===== src/hw/rtl/stt_pkg.sv =====
`timescale 1ns / 1ps
// ----------------------------------------------------------------------------
// Source text tokenizer package
// Shared types, character constants and character class helpers.
// ----------------------------------------------------------------------------
package stt_pkg;

    // Lexer modes.
    typedef enum logic [3:0] {
        M_IDLE  = 4'd0,
        M_WORD  = 4'd1,
        M_DOT   = 4'd2,
        M_SLASH = 4'd3,
        M_LINE  = 4'd4,
        M_BLOCK = 4'd5,
        M_STAR  = 4'd6,
        M_STR   = 4'd7,
        M_ESC   = 4'd8,
        M_HEX1  = 4'd9,
        M_HEX2  = 4'd10
    } lex_mode_t;

    // Token kinds.
    typedef enum logic [1:0] {
        K_IDENT  = 2'd0,
        K_NUM    = 2'd1,
        K_STRING = 2'd2,
        K_SYMBOL = 2'd3
    } tok_kind_t;

    // Error codes.
    typedef enum logic [1:0] {
        E_NONE    = 2'd0,
        E_ESCAPE  = 2'd1,
        E_HEX     = 2'd2,
        E_SPARE   = 2'd3
    } err_code_t;

    // Where a result takes its start position from.
    typedef enum logic [1:0] {
        POS_TOKEN = 2'd0,
        POS_HELD  = 2'd1,
        POS_CUR   = 2'd2,
        POS_NONE  = 2'd3
    } pos_src_t;

    // Lexer control state.
    typedef struct packed {
        lex_mode_t  mode;
        tok_kind_t  kind;
        logic       dot_seen;
        logic [3:0] hex_hi;
    } lex_ctl_t;

    // One result beat, without its position.
    typedef struct packed {
        logic       has_byte;
        logic [7:0] token_byte;
        tok_kind_t  kind;
        logic       begins;
        logic       ends;
        err_code_t  err;
        pos_src_t   src;
    } res_info_t;

    localparam int MAX_RES = 4;

    // Character constants.
    localparam logic [7:0] CH_SPACE  = 8'h20;
    localparam logic [7:0] CH_LF     = 8'h0A;
    localparam logic [7:0] CH_CR     = 8'h0D;
    localparam logic [7:0] CH_TAB    = 8'h09;
    localparam logic [7:0] CH_UNDER  = 8'h5F;
    localparam logic [7:0] CH_DOT    = 8'h2E;
    localparam logic [7:0] CH_SLASH  = 8'h2F;
    localparam logic [7:0] CH_STAR   = 8'h2A;
    localparam logic [7:0] CH_QUOTE  = 8'h22;
    localparam logic [7:0] CH_BSLASH = 8'h5C;
    localparam logic [7:0] CH_LOW_N  = 8'h6E;
    localparam logic [7:0] CH_LOW_R  = 8'h72;
    localparam logic [7:0] CH_LOW_T  = 8'h74;
    localparam logic [7:0] CH_LOW_X  = 8'h78;

    function automatic logic is_digit(input logic [7:0] c);
        return (c >= 8'h30) && (c <= 8'h39);
    endfunction

    function automatic logic is_lower_af(input logic [7:0] c);
        return (c >= 8'h61) && (c <= 8'h66);
    endfunction

    function automatic logic is_upper_af(input logic [7:0] c);
        return (c >= 8'h41) && (c <= 8'h46);
    endfunction

    function automatic logic is_word(input logic [7:0] c);
        return ((c >= 8'h61) && (c <= 8'h7A)) || ((c >= 8'h41) && (c <= 8'h5A))
            || is_digit(c) || (c == CH_UNDER);
    endfunction

    function automatic logic is_space(input logic [7:0] c);
        return (c == CH_SPACE) || (c == CH_LF) || (c == CH_CR) || (c == CH_TAB);
    endfunction

    function automatic logic is_hex(input logic [7:0] c);
        return is_digit(c) || is_lower_af(c) || is_upper_af(c);
    endfunction

    // Nibble value of a hex digit; meaningless for other bytes.
    function automatic logic [3:0] hex_val(input logic [7:0] c);
        logic [7:0] v;
        if (is_digit(c)) begin
            v = c - 8'h30;
        end
        else if (is_lower_af(c)) begin
            v = c - 8'h57;
        end
        else begin
            v = c - 8'h37;
        end
        return v[3:0];
    endfunction

    function automatic res_info_t mk_res(input logic has, input logic [7:0] b,
                                         input tok_kind_t k, input logic beg,
                                         input logic fin, input err_code_t e,
                                         input pos_src_t s);
        res_info_t r;
        r.has_byte   = has;
        r.token_byte = b;
        r.kind       = k;
        r.begins     = beg;
        r.ends       = fin;
        r.err        = e;
        r.src        = s;
        return r;
    endfunction

endpackage


===== src/hw/rtl/stt_lex_core.sv =====
`timescale 1ns / 1ps
// ----------------------------------------------------------------------------
// Tokenizer lexing logic
// Decides, for one source byte, the result beats it causes and the next
// lexer state, line and column counters and saved token positions.
// ----------------------------------------------------------------------------
module stt_lex_core #(
    parameter int LINE_BITS   = 20,
    parameter int COLUMN_BITS = 16
) (
    input  logic [7:0]              char_byte,
    input  logic                    eos,
    input  stt_pkg::lex_ctl_t       ctl,
    input  logic [LINE_BITS-1:0]    line_cnt,
    input  logic [COLUMN_BITS-1:0]  col_cnt,
    input  logic [LINE_BITS-1:0]    tok_line,
    input  logic [COLUMN_BITS-1:0]  tok_col,
    input  logic [LINE_BITS-1:0]    held_line,
    input  logic [COLUMN_BITS-1:0]  held_col,
    output stt_pkg::lex_ctl_t       ctl_next,
    output logic [LINE_BITS-1:0]    line_next,
    output logic [COLUMN_BITS-1:0]  col_next,
    output logic [LINE_BITS-1:0]    tok_line_next,
    output logic [COLUMN_BITS-1:0]  tok_col_next,
    output logic [LINE_BITS-1:0]    held_line_next,
    output logic [COLUMN_BITS-1:0]  held_col_next,
    output stt_pkg::res_info_t      res [stt_pkg::MAX_RES],
    output logic [2:0]              res_cnt
);

    stt_pkg::lex_mode_t mode;
    stt_pkg::tok_kind_t kind;
    logic               dot;
    logic [3:0]         hex_hi;
    logic               tok_new;
    logic               held_new;
    logic               again;
    logic [2:0]         n;
    stt_pkg::pos_src_t  tsrc;
    stt_pkg::pos_src_t  hsrc;

    // Position counters: saturating column, line feed opens a new line.
    always_comb
    begin
        if (eos) begin
            line_next = '0;
            col_next  = '0;
        end
        else if (char_byte == stt_pkg::CH_LF) begin
            line_next = (line_cnt == '1) ? line_cnt : line_cnt + LINE_BITS'(1);
            col_next  = '0;
        end
        else begin
            line_next = line_cnt;
            col_next  = (col_cnt == '1) ? col_cnt : col_cnt + COLUMN_BITS'(1);
        end
    end

    // Lexing: the current mode, one re-lex from idle if the byte closed a
    // token, then the end-of-source flush.
    always_comb
    begin
        mode     = ctl.mode;
        kind     = ctl.kind;
        dot      = ctl.dot_seen;
        hex_hi   = ctl.hex_hi;
        tok_new  = 1'b0;
        held_new = 1'b0;
        again    = 1'b1;
        n        = 3'd0;
        tsrc     = stt_pkg::POS_TOKEN;
        hsrc     = stt_pkg::POS_HELD;
        for (int i = 0; i < stt_pkg::MAX_RES; i++) begin
            res[i] = '0;
        end

        for (int p = 0; p < 2; p++) begin
            if (again) begin
                again = 1'b0;
                tsrc  = tok_new ? stt_pkg::POS_CUR : stt_pkg::POS_TOKEN;
                case (mode)
                    stt_pkg::M_WORD:
                    begin
                        if (stt_pkg::is_word(char_byte)) begin
                            if (kind == stt_pkg::K_IDENT || char_byte != stt_pkg::CH_UNDER) begin
                                res[n[1:0]] = stt_pkg::mk_res(1'b1, char_byte, kind, 1'b0,
                                    1'b0, stt_pkg::E_NONE, tsrc);
                                n = n + 3'd1;
                            end
                        end
                        else if (char_byte == stt_pkg::CH_DOT && kind == stt_pkg::K_NUM
                                 && !dot) begin
                            if (eos) begin
                                dot = 1'b1;
                                res[n[1:0]] = stt_pkg::mk_res(1'b1, stt_pkg::CH_DOT, kind,
                                    1'b0, 1'b0, stt_pkg::E_NONE, tsrc);
                                n = n + 3'd1;
                            end
                            else begin
                                held_new = 1'b1;
                                mode     = stt_pkg::M_DOT;
                            end
                        end
                        else begin
                            res[n[1:0]] = stt_pkg::mk_res(1'b0, 8'h00, kind, 1'b0, 1'b1,
                                stt_pkg::E_NONE, tsrc);
                            n     = n + 3'd1;
                            mode  = stt_pkg::M_IDLE;
                            again = 1'b1;
                        end
                    end
                    stt_pkg::M_DOT:
                    begin
                        if (stt_pkg::is_digit(char_byte)) begin
                            dot = 1'b1;
                            res[n[1:0]] = stt_pkg::mk_res(1'b1, stt_pkg::CH_DOT, kind, 1'b0,
                                1'b0, stt_pkg::E_NONE, tsrc);
                            n = n + 3'd1;
                            res[n[1:0]] = stt_pkg::mk_res(1'b1, char_byte, kind, 1'b0,
                                1'b0, stt_pkg::E_NONE, tsrc);
                            n    = n + 3'd1;
                            mode = stt_pkg::M_WORD;
                        end
                        else begin
                            res[n[1:0]] = stt_pkg::mk_res(1'b0, 8'h00, kind, 1'b0, 1'b1,
                                stt_pkg::E_NONE, tsrc);
                            n = n + 3'd1;
                            res[n[1:0]] = stt_pkg::mk_res(1'b1, stt_pkg::CH_DOT,
                                stt_pkg::K_SYMBOL, 1'b1, 1'b1, stt_pkg::E_NONE, hsrc);
                            n     = n + 3'd1;
                            mode  = stt_pkg::M_IDLE;
                            again = 1'b1;
                        end
                    end
                    stt_pkg::M_SLASH:
                    begin
                        if (char_byte == stt_pkg::CH_SLASH) begin
                            mode = stt_pkg::M_LINE;
                        end
                        else if (char_byte == stt_pkg::CH_STAR) begin
                            mode = stt_pkg::M_BLOCK;
                        end
                        else begin
                            res[n[1:0]] = stt_pkg::mk_res(1'b1, stt_pkg::CH_SLASH,
                                stt_pkg::K_SYMBOL, 1'b1, 1'b1, stt_pkg::E_NONE, hsrc);
                            n     = n + 3'd1;
                            mode  = stt_pkg::M_IDLE;
                            again = 1'b1;
                        end
                    end
                    stt_pkg::M_LINE:
                    begin
                        if (char_byte == stt_pkg::CH_LF) begin
                            mode = stt_pkg::M_IDLE;
                        end
                    end
                    stt_pkg::M_BLOCK:
                    begin
                        if (char_byte == stt_pkg::CH_STAR) begin
                            mode = stt_pkg::M_STAR;
                        end
                    end
                    stt_pkg::M_STAR:
                    begin
                        if (char_byte == stt_pkg::CH_SLASH) begin
                            mode = stt_pkg::M_IDLE;
                        end
                        else if (char_byte != stt_pkg::CH_STAR) begin
                            mode = stt_pkg::M_BLOCK;
                        end
                    end
                    stt_pkg::M_STR:
                    begin
                        if (char_byte == stt_pkg::CH_QUOTE) begin
                            res[n[1:0]] = stt_pkg::mk_res(1'b0, 8'h00, kind, 1'b0, 1'b1,
                                stt_pkg::E_NONE, tsrc);
                            n    = n + 3'd1;
                            mode = stt_pkg::M_IDLE;
                        end
                        else if (char_byte == stt_pkg::CH_BSLASH) begin
                            mode = stt_pkg::M_ESC;
                        end
                        else begin
                            res[n[1:0]] = stt_pkg::mk_res(1'b1, char_byte, kind, 1'b0, 1'b0,
                                stt_pkg::E_NONE, tsrc);
                            n = n + 3'd1;
                        end
                    end
                    stt_pkg::M_ESC:
                    begin
                        mode = stt_pkg::M_STR;
                        if (char_byte == stt_pkg::CH_QUOTE || char_byte == stt_pkg::CH_BSLASH)
                        begin
                            res[n[1:0]] = stt_pkg::mk_res(1'b1, char_byte, kind, 1'b0, 1'b0,
                                stt_pkg::E_NONE, tsrc);
                            n = n + 3'd1;
                        end
                        else if (char_byte == stt_pkg::CH_LOW_N) begin
                            res[n[1:0]] = stt_pkg::mk_res(1'b1, stt_pkg::CH_LF, kind, 1'b0,
                                1'b0, stt_pkg::E_NONE, tsrc);
                            n = n + 3'd1;
                        end
                        else if (char_byte == stt_pkg::CH_LOW_R) begin
                            res[n[1:0]] = stt_pkg::mk_res(1'b1, stt_pkg::CH_CR, kind, 1'b0,
                                1'b0, stt_pkg::E_NONE, tsrc);
                            n = n + 3'd1;
                        end
                        else if (char_byte == stt_pkg::CH_LOW_T) begin
                            res[n[1:0]] = stt_pkg::mk_res(1'b1, stt_pkg::CH_TAB, kind, 1'b0,
                                1'b0, stt_pkg::E_NONE, tsrc);
                            n = n + 3'd1;
                        end
                        else if (char_byte == stt_pkg::CH_LOW_X) begin
                            mode = stt_pkg::M_HEX1;
                        end
                        else begin
                            res[n[1:0]] = stt_pkg::mk_res(1'b0, 8'h00, kind, 1'b0, 1'b0,
                                stt_pkg::E_ESCAPE, tsrc);
                            n = n + 3'd1;
                        end
                    end
                    stt_pkg::M_HEX1:
                    begin
                        if (!stt_pkg::is_hex(char_byte)) begin
                            res[n[1:0]] = stt_pkg::mk_res(1'b0, 8'h00, kind, 1'b0, 1'b0,
                                stt_pkg::E_HEX, tsrc);
                            n    = n + 3'd1;
                            mode = stt_pkg::M_STR;
                        end
                        else begin
                            hex_hi = stt_pkg::hex_val(char_byte);
                            mode   = stt_pkg::M_HEX2;
                        end
                    end
                    stt_pkg::M_HEX2:
                    begin
                        if (!stt_pkg::is_hex(char_byte)) begin
                            res[n[1:0]] = stt_pkg::mk_res(1'b0, 8'h00, kind, 1'b0, 1'b0,
                                stt_pkg::E_HEX, tsrc);
                        end
                        else begin
                            res[n[1:0]] = stt_pkg::mk_res(1'b1,
                                {hex_hi, stt_pkg::hex_val(char_byte)}, kind, 1'b0, 1'b0,
                                stt_pkg::E_NONE, tsrc);
                        end
                        n    = n + 3'd1;
                        mode = stt_pkg::M_STR;
                    end
                    default:
                    begin
                        // Idle between tokens; unused mode codes land here too.
                        mode = stt_pkg::M_IDLE;
                        if (stt_pkg::is_space(char_byte)) begin
                            mode = stt_pkg::M_IDLE;
                        end
                        else if (char_byte == stt_pkg::CH_SLASH) begin
                            held_new = 1'b1;
                            mode     = stt_pkg::M_SLASH;
                        end
                        else begin
                            tok_new = 1'b1;
                            if (char_byte == stt_pkg::CH_QUOTE) begin
                                kind = stt_pkg::K_STRING;
                                res[n[1:0]] = stt_pkg::mk_res(1'b0, 8'h00, kind, 1'b1, 1'b0,
                                    stt_pkg::E_NONE, stt_pkg::POS_CUR);
                                n    = n + 3'd1;
                                mode = stt_pkg::M_STR;
                            end
                            else if (stt_pkg::is_word(char_byte)) begin
                                kind = stt_pkg::is_digit(char_byte) ? stt_pkg::K_NUM
                                                                    : stt_pkg::K_IDENT;
                                dot  = 1'b0;
                                res[n[1:0]] = stt_pkg::mk_res(1'b1, char_byte, kind, 1'b1,
                                    1'b0, stt_pkg::E_NONE, stt_pkg::POS_CUR);
                                n    = n + 3'd1;
                                mode = stt_pkg::M_WORD;
                            end
                            else begin
                                res[n[1:0]] = stt_pkg::mk_res(1'b1, char_byte,
                                    stt_pkg::K_SYMBOL, 1'b1, 1'b1, stt_pkg::E_NONE,
                                    stt_pkg::POS_CUR);
                                n = n + 3'd1;
                            end
                        end
                    end
                endcase
                hsrc = held_new ? stt_pkg::POS_CUR : stt_pkg::POS_HELD;
            end
        end

        // End of source closes whatever is still open.
        tsrc = tok_new ? stt_pkg::POS_CUR : stt_pkg::POS_TOKEN;
        if (eos) begin
            case (mode)
                stt_pkg::M_WORD, stt_pkg::M_STR:
                begin
                    res[n[1:0]] = stt_pkg::mk_res(1'b0, 8'h00, kind, 1'b0, 1'b1,
                        stt_pkg::E_NONE, tsrc);
                    n = n + 3'd1;
                end
                stt_pkg::M_DOT:
                begin
                    res[n[1:0]] = stt_pkg::mk_res(1'b0, 8'h00, kind, 1'b0, 1'b1,
                        stt_pkg::E_NONE, tsrc);
                    n = n + 3'd1;
                    res[n[1:0]] = stt_pkg::mk_res(1'b1, stt_pkg::CH_DOT, stt_pkg::K_SYMBOL,
                        1'b1, 1'b1, stt_pkg::E_NONE, hsrc);
                    n = n + 3'd1;
                end
                stt_pkg::M_SLASH:
                begin
                    res[n[1:0]] = stt_pkg::mk_res(1'b1, stt_pkg::CH_SLASH, stt_pkg::K_SYMBOL,
                        1'b1, 1'b1, stt_pkg::E_NONE, hsrc);
                    n = n + 3'd1;
                end
                stt_pkg::M_ESC:
                begin
                    res[n[1:0]] = stt_pkg::mk_res(1'b0, 8'h00, kind, 1'b0, 1'b1,
                        stt_pkg::E_ESCAPE, tsrc);
                    n = n + 3'd1;
                end
                stt_pkg::M_HEX1, stt_pkg::M_HEX2:
                begin
                    res[n[1:0]] = stt_pkg::mk_res(1'b0, 8'h00, kind, 1'b0, 1'b1,
                        stt_pkg::E_HEX, tsrc);
                    n = n + 3'd1;
                end
                default:
                begin
                    n = n;
                end
            endcase
        end
        res_cnt = n;
    end

    // Next lexer state and saved positions; end of source returns to reset.
    always_comb
    begin
        if (eos) begin
            ctl_next       = '0;
            tok_line_next  = '0;
            tok_col_next   = '0;
            held_line_next = '0;
            held_col_next  = '0;
        end
        else begin
            ctl_next.mode     = mode;
            ctl_next.kind     = kind;
            ctl_next.dot_seen = dot;
            ctl_next.hex_hi   = hex_hi;
            tok_line_next     = tok_new ? line_cnt : tok_line;
            tok_col_next      = tok_new ? col_cnt : tok_col;
            held_line_next    = held_new ? line_cnt : held_line;
            held_col_next     = held_new ? col_cnt : held_col;
        end
    end

endmodule


===== src/hw/rtl/source_text_tokenizer.sv =====
`timescale 1ns / 1ps
// ----------------------------------------------------------------------------
// Source text tokenizer
// Streaming lexer for a C-like language: one source byte in, token beats out.
// ----------------------------------------------------------------------------
// The block takes one source byte per clock cycle, unless the output stalls
// or a byte causes more than one beat, and sends each token character as its
// own output beat, tagged with its token kind, begin and end marks and the line
// and column where the token starts. A byte that causes several output beats
// holds the lexer until its last beat is taken into the output register (at
// most four beats, for example a refused dot followed by a one-letter word at
// the end of the source); bytes that cause at most one beat flow at one byte
// per cycle while m_tready stays high. Each byte passes through an input
// register, the lexing logic and an output register. Whitespace and comments
// produce no beats. Asserting tlast on an input beat ends the source: open
// tokens are closed and all state, line and column counters included, returns to reset.
module source_text_tokenizer #(
    parameter int LINE_BITS   = 20,
    parameter int COLUMN_BITS = 16,
    localparam int FIELD_W    = 13 + LINE_BITS + COLUMN_BITS,
    localparam int OUT_W      = ((FIELD_W + 7) / 8) * 8
) (
    input  logic             clk,
    input  logic             rst_n,
    // Input beats. tdata: char_byte. tlast: end_of_source.
    input  logic             s_tvalid,
    output logic             s_tready,
    input  logic [7:0]       s_tdata,     // [7:0] char_byte
    input  logic             s_tlast,
    // Output beats. tlast: run_last.
    output logic             m_tvalid,
    input  logic             m_tready,
    // has_byte, token_byte, token_begins, token_ends, start_line, start_column,
    // error_code, then zero fill
    output logic [OUT_W-1:0] m_tdata,
    output logic [1:0]       m_tuser,     // [1:0] token_kind
    output logic             m_tlast
);

    // Input register.
    logic                   in_valid_reg;
    logic [7:0]             in_byte_reg;
    logic                   in_eos_reg;

    // Lexer state registers.
    stt_pkg::lex_ctl_t      ctl_reg;
    logic [LINE_BITS-1:0]   line_reg;
    logic [COLUMN_BITS-1:0] col_reg;
    logic [LINE_BITS-1:0]   tok_line_reg;
    logic [COLUMN_BITS-1:0] tok_col_reg;
    logic [LINE_BITS-1:0]   held_line_reg;
    logic [COLUMN_BITS-1:0] held_col_reg;
    logic [1:0]             idx_reg;

    // Output register.
    logic                   out_valid_reg;
    stt_pkg::res_info_t     out_info_reg;
    logic [LINE_BITS-1:0]   out_line_reg;
    logic [COLUMN_BITS-1:0] out_col_reg;
    logic                   out_last_reg;

    // Lexer outputs.
    stt_pkg::lex_ctl_t      ctl_next;
    logic [LINE_BITS-1:0]   line_next;
    logic [COLUMN_BITS-1:0] col_next;
    logic [LINE_BITS-1:0]   tok_line_next;
    logic [COLUMN_BITS-1:0] tok_col_next;
    logic [LINE_BITS-1:0]   held_line_next;
    logic [COLUMN_BITS-1:0] held_col_next;
    stt_pkg::res_info_t     res [stt_pkg::MAX_RES];
    logic [2:0]             res_cnt;

    // Handshake and sequencing.
    stt_pkg::res_info_t     cur_res;
    logic [LINE_BITS-1:0]   cur_line;
    logic [COLUMN_BITS-1:0] cur_col;
    logic                   out_free;
    logic                   is_last;
    logic                   emit_now;
    logic                   step_done;

    stt_lex_core #(
        .LINE_BITS   (LINE_BITS),
        .COLUMN_BITS (COLUMN_BITS)
    ) u_core (
        .char_byte      (in_byte_reg),
        .eos            (in_eos_reg),
        .ctl            (ctl_reg),
        .line_cnt       (line_reg),
        .col_cnt        (col_reg),
        .tok_line       (tok_line_reg),
        .tok_col        (tok_col_reg),
        .held_line      (held_line_reg),
        .held_col       (held_col_reg),
        .ctl_next       (ctl_next),
        .line_next      (line_next),
        .col_next       (col_next),
        .tok_line_next  (tok_line_next),
        .tok_col_next   (tok_col_next),
        .held_line_next (held_line_next),
        .held_col_next  (held_col_next),
        .res            (res),
        .res_cnt        (res_cnt)
    );

    // Pick the pending result beat and its start position.
    always_comb
    begin
        cur_res = res[idx_reg];
        case (cur_res.src)
            stt_pkg::POS_TOKEN:
            begin
                cur_line = tok_line_reg;
                cur_col  = tok_col_reg;
            end
            stt_pkg::POS_HELD:
            begin
                cur_line = held_line_reg;
                cur_col  = held_col_reg;
            end
            stt_pkg::POS_CUR:
            begin
                cur_line = line_reg;
                cur_col  = col_reg;
            end
            default:
            begin
                cur_line = '0;
                cur_col  = '0;
            end
        endcase
    end

    // A byte is retired once its last result beat moves to the output register, or at once if it causes no beats.
    assign out_free  = !out_valid_reg || m_tready;
    assign is_last   = ({1'b0, idx_reg} + 3'd1) == res_cnt;
    assign emit_now  = in_valid_reg && (res_cnt != 3'd0) && out_free;
    assign step_done = in_valid_reg && ((res_cnt == 3'd0) || (out_free && is_last));
    assign s_tready  = !in_valid_reg || step_done;

    // Control registers.
    always_ff @(posedge clk or negedge rst_n)
    begin
        if (!rst_n) begin
            in_valid_reg  <= 1'b0;
            out_valid_reg <= 1'b0;
            idx_reg       <= 2'd0;
            ctl_reg       <= '0;
            line_reg      <= '0;
            col_reg       <= '0;
            tok_line_reg  <= '0;
            tok_col_reg   <= '0;
            held_line_reg <= '0;
            held_col_reg  <= '0;
        end
        else begin
            if (s_tready) begin
                in_valid_reg <= s_tvalid;
            end
            if (out_free) begin
                out_valid_reg <= emit_now;
            end
            if (emit_now) begin
                idx_reg <= step_done ? 2'd0 : idx_reg + 2'd1;
            end
            if (step_done) begin
                ctl_reg       <= ctl_next;
                line_reg      <= line_next;
                col_reg       <= col_next;
                tok_line_reg  <= tok_line_next;
                tok_col_reg   <= tok_col_next;
                held_line_reg <= held_line_next;
                held_col_reg  <= held_col_next;
            end
        end
    end

    // Payload registers.
    always_ff @(posedge clk)
    begin
        if (s_tready && s_tvalid) begin
            in_byte_reg <= s_tdata;
            in_eos_reg  <= s_tlast;
        end
        if (emit_now) begin
            out_info_reg <= cur_res;
            out_line_reg <= cur_line;
            out_col_reg  <= cur_col;
            out_last_reg <= is_last;
        end
    end

    // Output beat packing.
    assign m_tvalid = out_valid_reg;
    assign m_tdata  = OUT_W'({out_info_reg.err, out_col_reg, out_line_reg,
                              out_info_reg.ends, out_info_reg.begins,
                              out_info_reg.token_byte, out_info_reg.has_byte});
    assign m_tuser  = out_info_reg.kind;
    assign m_tlast  = out_last_reg;

endmodule

===== config.mk =====
export PLATFORM = sky130hd
export DESIGN_NAME = source_text_tokenizer
export DESIGN_NICKNAME = d
export VERILOG_FILES = /design/src/hw/rtl/stt_pkg.sv /design/src/hw/rtl/stt_lex_core.sv /design/src/hw/rtl/source_text_tokenizer.sv
export SDC_FILE = /design/constraint.sdc
export NUM_CORES = 1
export LEC_CHECK = 0
export BUFFER_PORTS_ARGS = -buffer_cell sky130_fd_sc_hd__buf_2
export CAP_MARGIN = 10
export CORE_ASPECT_RATIO = 2
export CORE_MARGIN = 2
export CORE_UTILIZATION = 40
export DETAILED_ROUTE_END_ITERATION = 10
export PLACE_DENSITY = 0.62
export SLEW_MARGIN = 20
export SYNTH_ARGS = -nofsm -noshare
export SYNTH_HDL_FRONTEND = slang
export SYNTH_SLANG_ARGS = --single-unit

===== constraint.sdc =====
create_clock -name clk -period 9.1 [get_ports clk]
set_clock_uncertainty 0.15 [all_clocks]
set_input_delay 0.91 -clock clk [delete_from_list [all_inputs] [get_ports clk]]
set_output_delay 0.91 -clock clk [all_outputs]
set_load 0.005 [all_outputs]

; ---- Yosys cells after proc, flatten, opt, wreduce, memory -nomap -nowiden
; Index checks and enable logic that the tools add are counted.
; W data, S select, Z words.
[word_totals]
word_cells = 406
out_inout_bits = 61
inputBits = 13
reg_bits = 184
[classes]
eq_ne = 52
bitwise_logic = 8
reduce_logical = 59
mux = 235
n_addsub = 11
n_lt_le_gt_ge = 17
[op_table]
columns = cell, count
row1 = $mux W68, 22
row2 = $bwmux W68, 19
row3 = $pmux W68 S8, 1
row4 = $mux W17, 23
row5 = $pmux W68 S5, 1
row6 = $mux W4, 38
row7 = $mux W20, 7
row8 = $demux W17 S2, 4
row9 = $pmux W17 S8, 1
row10 = $mux W16, 7
row11 = $mux W3, 29
row12 = $pmux W4 S10, 2
row13 = $pmux W20 S3, 1
row14 = $and A56 B56 Y56, 1
row15 = $not A56 Y56, 1
row16 = $eq A8 B7 Y1 const B, 6
row17 = $mux W1, 48
row18 = $pmux W16 S3, 1
row19 = $pmux W3 S8, 2
row20 = $eq A8 B6 Y1 const B, 5
row21 = $eq A4 B3 Y1 const B, 9
row22 = $eq A4 B4 Y1 const B, 9
row23 = $bmux W17 S2, 1
row24 = $mux W2, 17
row25 = 48 further kinds, 127

; ---- Depth between registers and ports, before layout
[logic_depth]
ltp_word = 31
mapped_depth = 26
ltp_nobuf = 19

; ---- By module
; A second synthesis with hierarchy kept.
[hier_totals]
hier_cells = 1340
area_unflattened_um2 = 13307.8
[modules_own_cells]
columns = module, cells_per_inst, instances, seq_area_each_um2, area_per_inst_um2
row1 = source_text_tokenizer, 453, 1, 4909.7, 8281.7
row2 = stt_lex_core, 887, 1, 0.0, 5026.1

; ---- Least setup slack after synthesis
; Ideal clock, no wire load.
[synth_timing]
kind = reg-to-reg
startpoint = register in_byte_reg[1]
endpoint = register idx_reg[0]
required_ps = 8823
path_stages_with_launch = 23
path_buffers = 4
t_arrival_ps = 5982
setup_slack_ps = 2841
setup_ps = 127
period_less_slack_ps = 6259
cell_sequence = edfxtp_1 -> clkbuf_1 -> inv_1 -> ha_1 -> clkbuf_1 -> nor3b_1 -> or3_1 -> buf_2 -> inv_2 -> a2111oi_0 -> nor4_1 -> and2_1 -> ha_1 -> mux2i_1 -> o21ai_0 -> ha_1 -> clkbuf_1 -> or3_1 -> nand3_1 -> nor4_1 -> nor2_1 -> and3_1 -> mux2_2
[synth_between]
elab_cells_between_ends = 168
cone_classes = add/sub: 4 / order compare: 8 / eq/ne: 35 / mux: 90 / reduce/logical: 31
[synth_rtl]
columns = element, line_no
row1 = start: declaration, source_text_tokenizer.sv:42  ; logic [7:0] in_byte_reg;
row2 = start signal: assignment, source_text_tokenizer.sv:182  ; in_byte_reg <= s_tdata;
row3 = branches (longest 20 deep; another with $ge A8 B7 Y1), -
row4 = $mux W3 (*), stt_lex_core.sv:293  ; if (eos) begin
row5 = $reduce_bool A3 Y1 (*), source_text_tokenizer.sv:137  ; assign emit_now = in_valid_reg && (res_cnt != 3'd0) && out_free;
row6 = $logic_and A1 B1 Y1 (*) (2 in series), source_text_tokenizer.sv:137
row7 = net emit_now, source_text_tokenizer.sv:79  ; logic emit_now;
row8 = end signal: assignment, source_text_tokenizer.sv:164  ; idx_reg <= step_done ? 2'd0 : idx_reg + 2'd1;
row9 = end: declaration, source_text_tokenizer.sv:53  ; logic [1:0] idx_reg;
; Mark *: on every way through the listed nets, which the timed path passes.
; A chain may end at the register's enable or synchronous reset.

; ---- Worst setup path after layout
[layout_timing]
startpoint = register in_byte_reg[1]
endpoint = output s_tready
[layout_between]
elab_chain_cells = 26
elab_cells_between_ends = 165
cone_classes = add/sub: 4 / order compare: 8 / eq/ne: 35 / mux: 89 / reduce/logical: 29
[layout_lines]
columns = element, line_no
row1 = branches (longest 20 deep; another with $ge A8 B7 Y1), -
row2 = $mux W3 (*), stt_lex_core.sv:293
row3 = $eq A3 B3 Y1 (*), source_text_tokenizer.sv:136  ; assign is_last = ({1'b0, idx_reg} + 3'd1) == res_cnt;
row4 = net is_last, source_text_tokenizer.sv:78  ; logic is_last;
row5 = $logic_and A1 B1 Y1 (*), source_text_tokenizer.sv:138  ; assign step_done = in_valid_reg && ((res_cnt == 3'd0) || (out_free && is_last));
row6 = $logic_or A1 B1 Y1 (*), source_text_tokenizer.sv:138
row7 = $logic_and A1 B1 Y1 (*), source_text_tokenizer.sv:138
row8 = $logic_or A1 B1 Y1 (*), source_text_tokenizer.sv:139  ; assign s_tready = !in_valid_reg || step_done;
row9 = end: declaration, source_text_tokenizer.sv:27  ; output logic s_tready,
; Marks and branches as above.

==> impl_metrics.csv <==
group,metric,value,unit
status,outcome,"complete, no violations",
clock_network,cts_buffers,17,
floorplan,die_area,30900,um^2
floorplan,initial_core_util,40.7,%
logic_synthesis,yosys_warnings,0,
grt,grt_pass1_wl,66.7,mm
sta,fin_tns_setup,0,ns
floorplan,die_h,247,um
detailed_routing,drcViolationCount,0,
detailed_routing,drtIter0Drc,1123,
min_path,whs_path_depth,1,
clock_network,clockRootBuffer,"clkbuf_16",
grt,grt_max_degree,71,
place,postPlaceCellArea,12300,um^2
logic_synthesis,ys_ff_latch,184,
logic_synthesis,synth_flop_cell,"dfrtp_1",
logic_synthesis,netlist_instances,1218,
clock_network,hold_buffers,0,
setup_path,crit_arrival,6.27,ns
logic_synthesis,synth.most_common_cell,"dfrtp_1",
clock_network,cts_tree,"yes",
grt,grt_pass1_vias,10500,
sta,period_share,80.6,%
place,hpwl,31.3,mm
logic_synthesis,netlist_top_cells_count,"dfrtp_1 (123), nand2_1 (108), a21oi_1 (80)",
setup_path,startpoint_type,"flip-flop",
min_path,hp-start,"held_line_reg[19]",
clock_network,postCtsSetupRepairBufs,0,
setup_path,criticalPathCategory,"reg -> out",
grt,grt_usage,28.8,%
min_path,min_path_type,"reg -> reg",
detailed_routing,drt_first_pass_iters,6,
floorplan,die_w,125,um
logic_synthesis,yosys.area.top_type,"dfrtp_1",
sta,fmax,136,MHz
floorplan,io_pins,74,
logic_synthesis,synth_edf_count,61,
sta,setup_violations,0,
setup_path,crit_start,"in_byte_reg[1]",
clock_network,clk_pin_slew,0.07,ns
grt,antenna_found_initial,0,
setup_path,crit_path_end_kind,"output pin",
setup_path,cp.required,8.04,ns
clock_network,clkLatencyLatePin,0.46,ns
sta,final-max-slew-violation-count,0,
setup_path,rr_worst_depth,20,
power_and_ir_drop,p_total,0.00513,W
detailed_routing,post_drt_wl_per_cell,27.4,um
floorplan,rows,88,
power_and_ir_drop,p_leak,5.48,nW
place,portBuffers,66,
finish,drive_above_1_share,13.2,%
sta,hold_violations,0,
detailed_routing,viasPerCell,6.55,
grt,grt_overflow,0,
setup_path,crit_fanout,15,
power_and_ir_drop,p_per_area,397,nW/um^2
clock_network,clock-sinks,184,
finish,fillers,2791,
clock_network,post_cts_resized,0,
flow_run,cap_violations,0,
finish,fin_nets,1274,
clock_network,htree_levels,4,
finish,seqCellArea,4910,um^2
logic_synthesis,syn_area,11800,um^2
finish,multiInputGateArea,6320,um^2
place,gp_congestion,1.10,
setup_path,r2r_start,"in_byte_reg[1]",
sta,finalCriticalPeriod,7.33,ns
sta,relSlewSlack,24.6,%
detailed_routing,wirelength,44.3,mm
logic_synthesis,netlist.area_leader.share,26.1,%
sta,whs,0.328,ns
power_and_ir_drop,ir_drop,0.000208,V
detailed_routing,vias,10600,
clock_network,cts.path.max_buffers,2,
detailed_routing,postRouteAntennaNets,0,
floorplan,coreArea,29000,um^2
logic_synthesis,synth.distinct_cells,96,
finish,postLayoutCellArea,12900,um^2
sta,tightest_slew,1.12,ns
finish,syn_to_final_growth,9.53,%
logic_synthesis,synth.area.top_cells,"dfrtp_1 (26%), edfxtp_1 (16%), mux2_1 (7.0%), a221o_1 (4.7%), nand2_1 (3.4%)",
logic_synthesis,yosysSeqAreaShare,41.7,%
sta,rsz0062_at_grt,"false",
finish,n_antenna_cell,0,
logic_synthesis,syn_area_per_cell,9.67,um^2
logic_synthesis,ys_async_sr_fraction,66.8,%
==> layout make-up <==
class / instances / share of cell area (%)
inverter: 26 / 0.756
sequential: 184 / 38.1
clock buffer: 17 / 3.30
timing repair buffer: 96 / 4.33
clock inverter: 15 / 1.05
multi-input combinational: 918 / 49.0
tap: 360 / 3.49
==> routing by layer <==
layer	GRT usage [%]	share of wire, %
met2	52.9	53
met1	28.7	34
met3	5.80	5.1
met4	20.7	7.9
met5	0	0
==> final timing paths <==
path | to | slack [ns]
setup / recovery | s_tready | 1.77
hold / removal | held_line_reg[19] | 0.33
setup reg to reg | out_col_reg[11] | 2.05
hold reg to reg | held_line_reg[19] | 0.33
max in group asynchronous | held_col_reg[1] | 7.02
min in group asynchronous | tok_line_reg[7] | 0.38
==> worst max-delay path, cell delays in order (launching register included) <==
cell       delay, ns
edfxtp_1        0.71
inv_1           0.13
ha_1            0.33
nor3b_1         0.28
or3_1           0.14
buf_4           0.21
inv_2           0.10
a2111oi_0       0.64
nor4_1          0.23
and2_1          0.25
ha_1            0.28
mux2i_1         0.09
o21ai_0         0.58
ha_1            0.52
xnor3_1         0.47
o2111a_1        0.15
nand3_1         0.09
o31ai_1         0.13
a21oi_1         0.27
inv_1           0.07
buf_2           0.13
==> power by group <==
| group | internal, W | leakage, nW | total [W] | switching [W] |
|---|---|---|---|---|
| clock network | 0.000361 | 0.278 | 0.000733 | 0.000373 |
| registers | 0.00119 | 2.25 | 0.00138 | 0.000199 |
| logic | 0.000939 | 2.95 | 0.00301 | 0.00207 |
==> placed cells by master, fill, tap and decap left out, drive strengths merged, types with 12 or more instances in the layout <==
master	instances
and3	23
ha	18
and2	47
inv	34
clkbuf	17
nand3	51
nor4	25
o211ai	18
a21oi	82
o31ai	15
buf	96
nor3	12
a221o	55
o21ai	83
mux2	78
a31oi	12
nor2b	44
dfrtp	123
nand2	109
nor2	59
edfxtp	61
==> logic make-up (layout without fill, tap and decap cells) <==
family	count (synthesis)	count (layout)	synth area share, %
AOI/OAI and AO/OA	369	369	22.6
xor gates and xnor gates	4	4	0.414
adders and majority gates	18	18	1.91
buffers and inverters	122	154	4.84
DFF	184	184	41.7
muxes	85	85	8.16
other	1	7	0.0318
and+or+nand+nor	435	435	20.3
==> through the flow <==
stage | instances | worst slack [ns] | util, %
after global routing | 1616 | 1.39 | 44.6
after detailed placement | 1584 | 2.16 | 42.6
final | 1616 | 1.77 | 44.6
after CTS | 1616 | 1.85 | 44.6
after global placement | 1584 | 2.30 | 42.6
after floorplan | 1224 | 2.84 | -
Note: power is estimated with default switching activity, not from simulation.
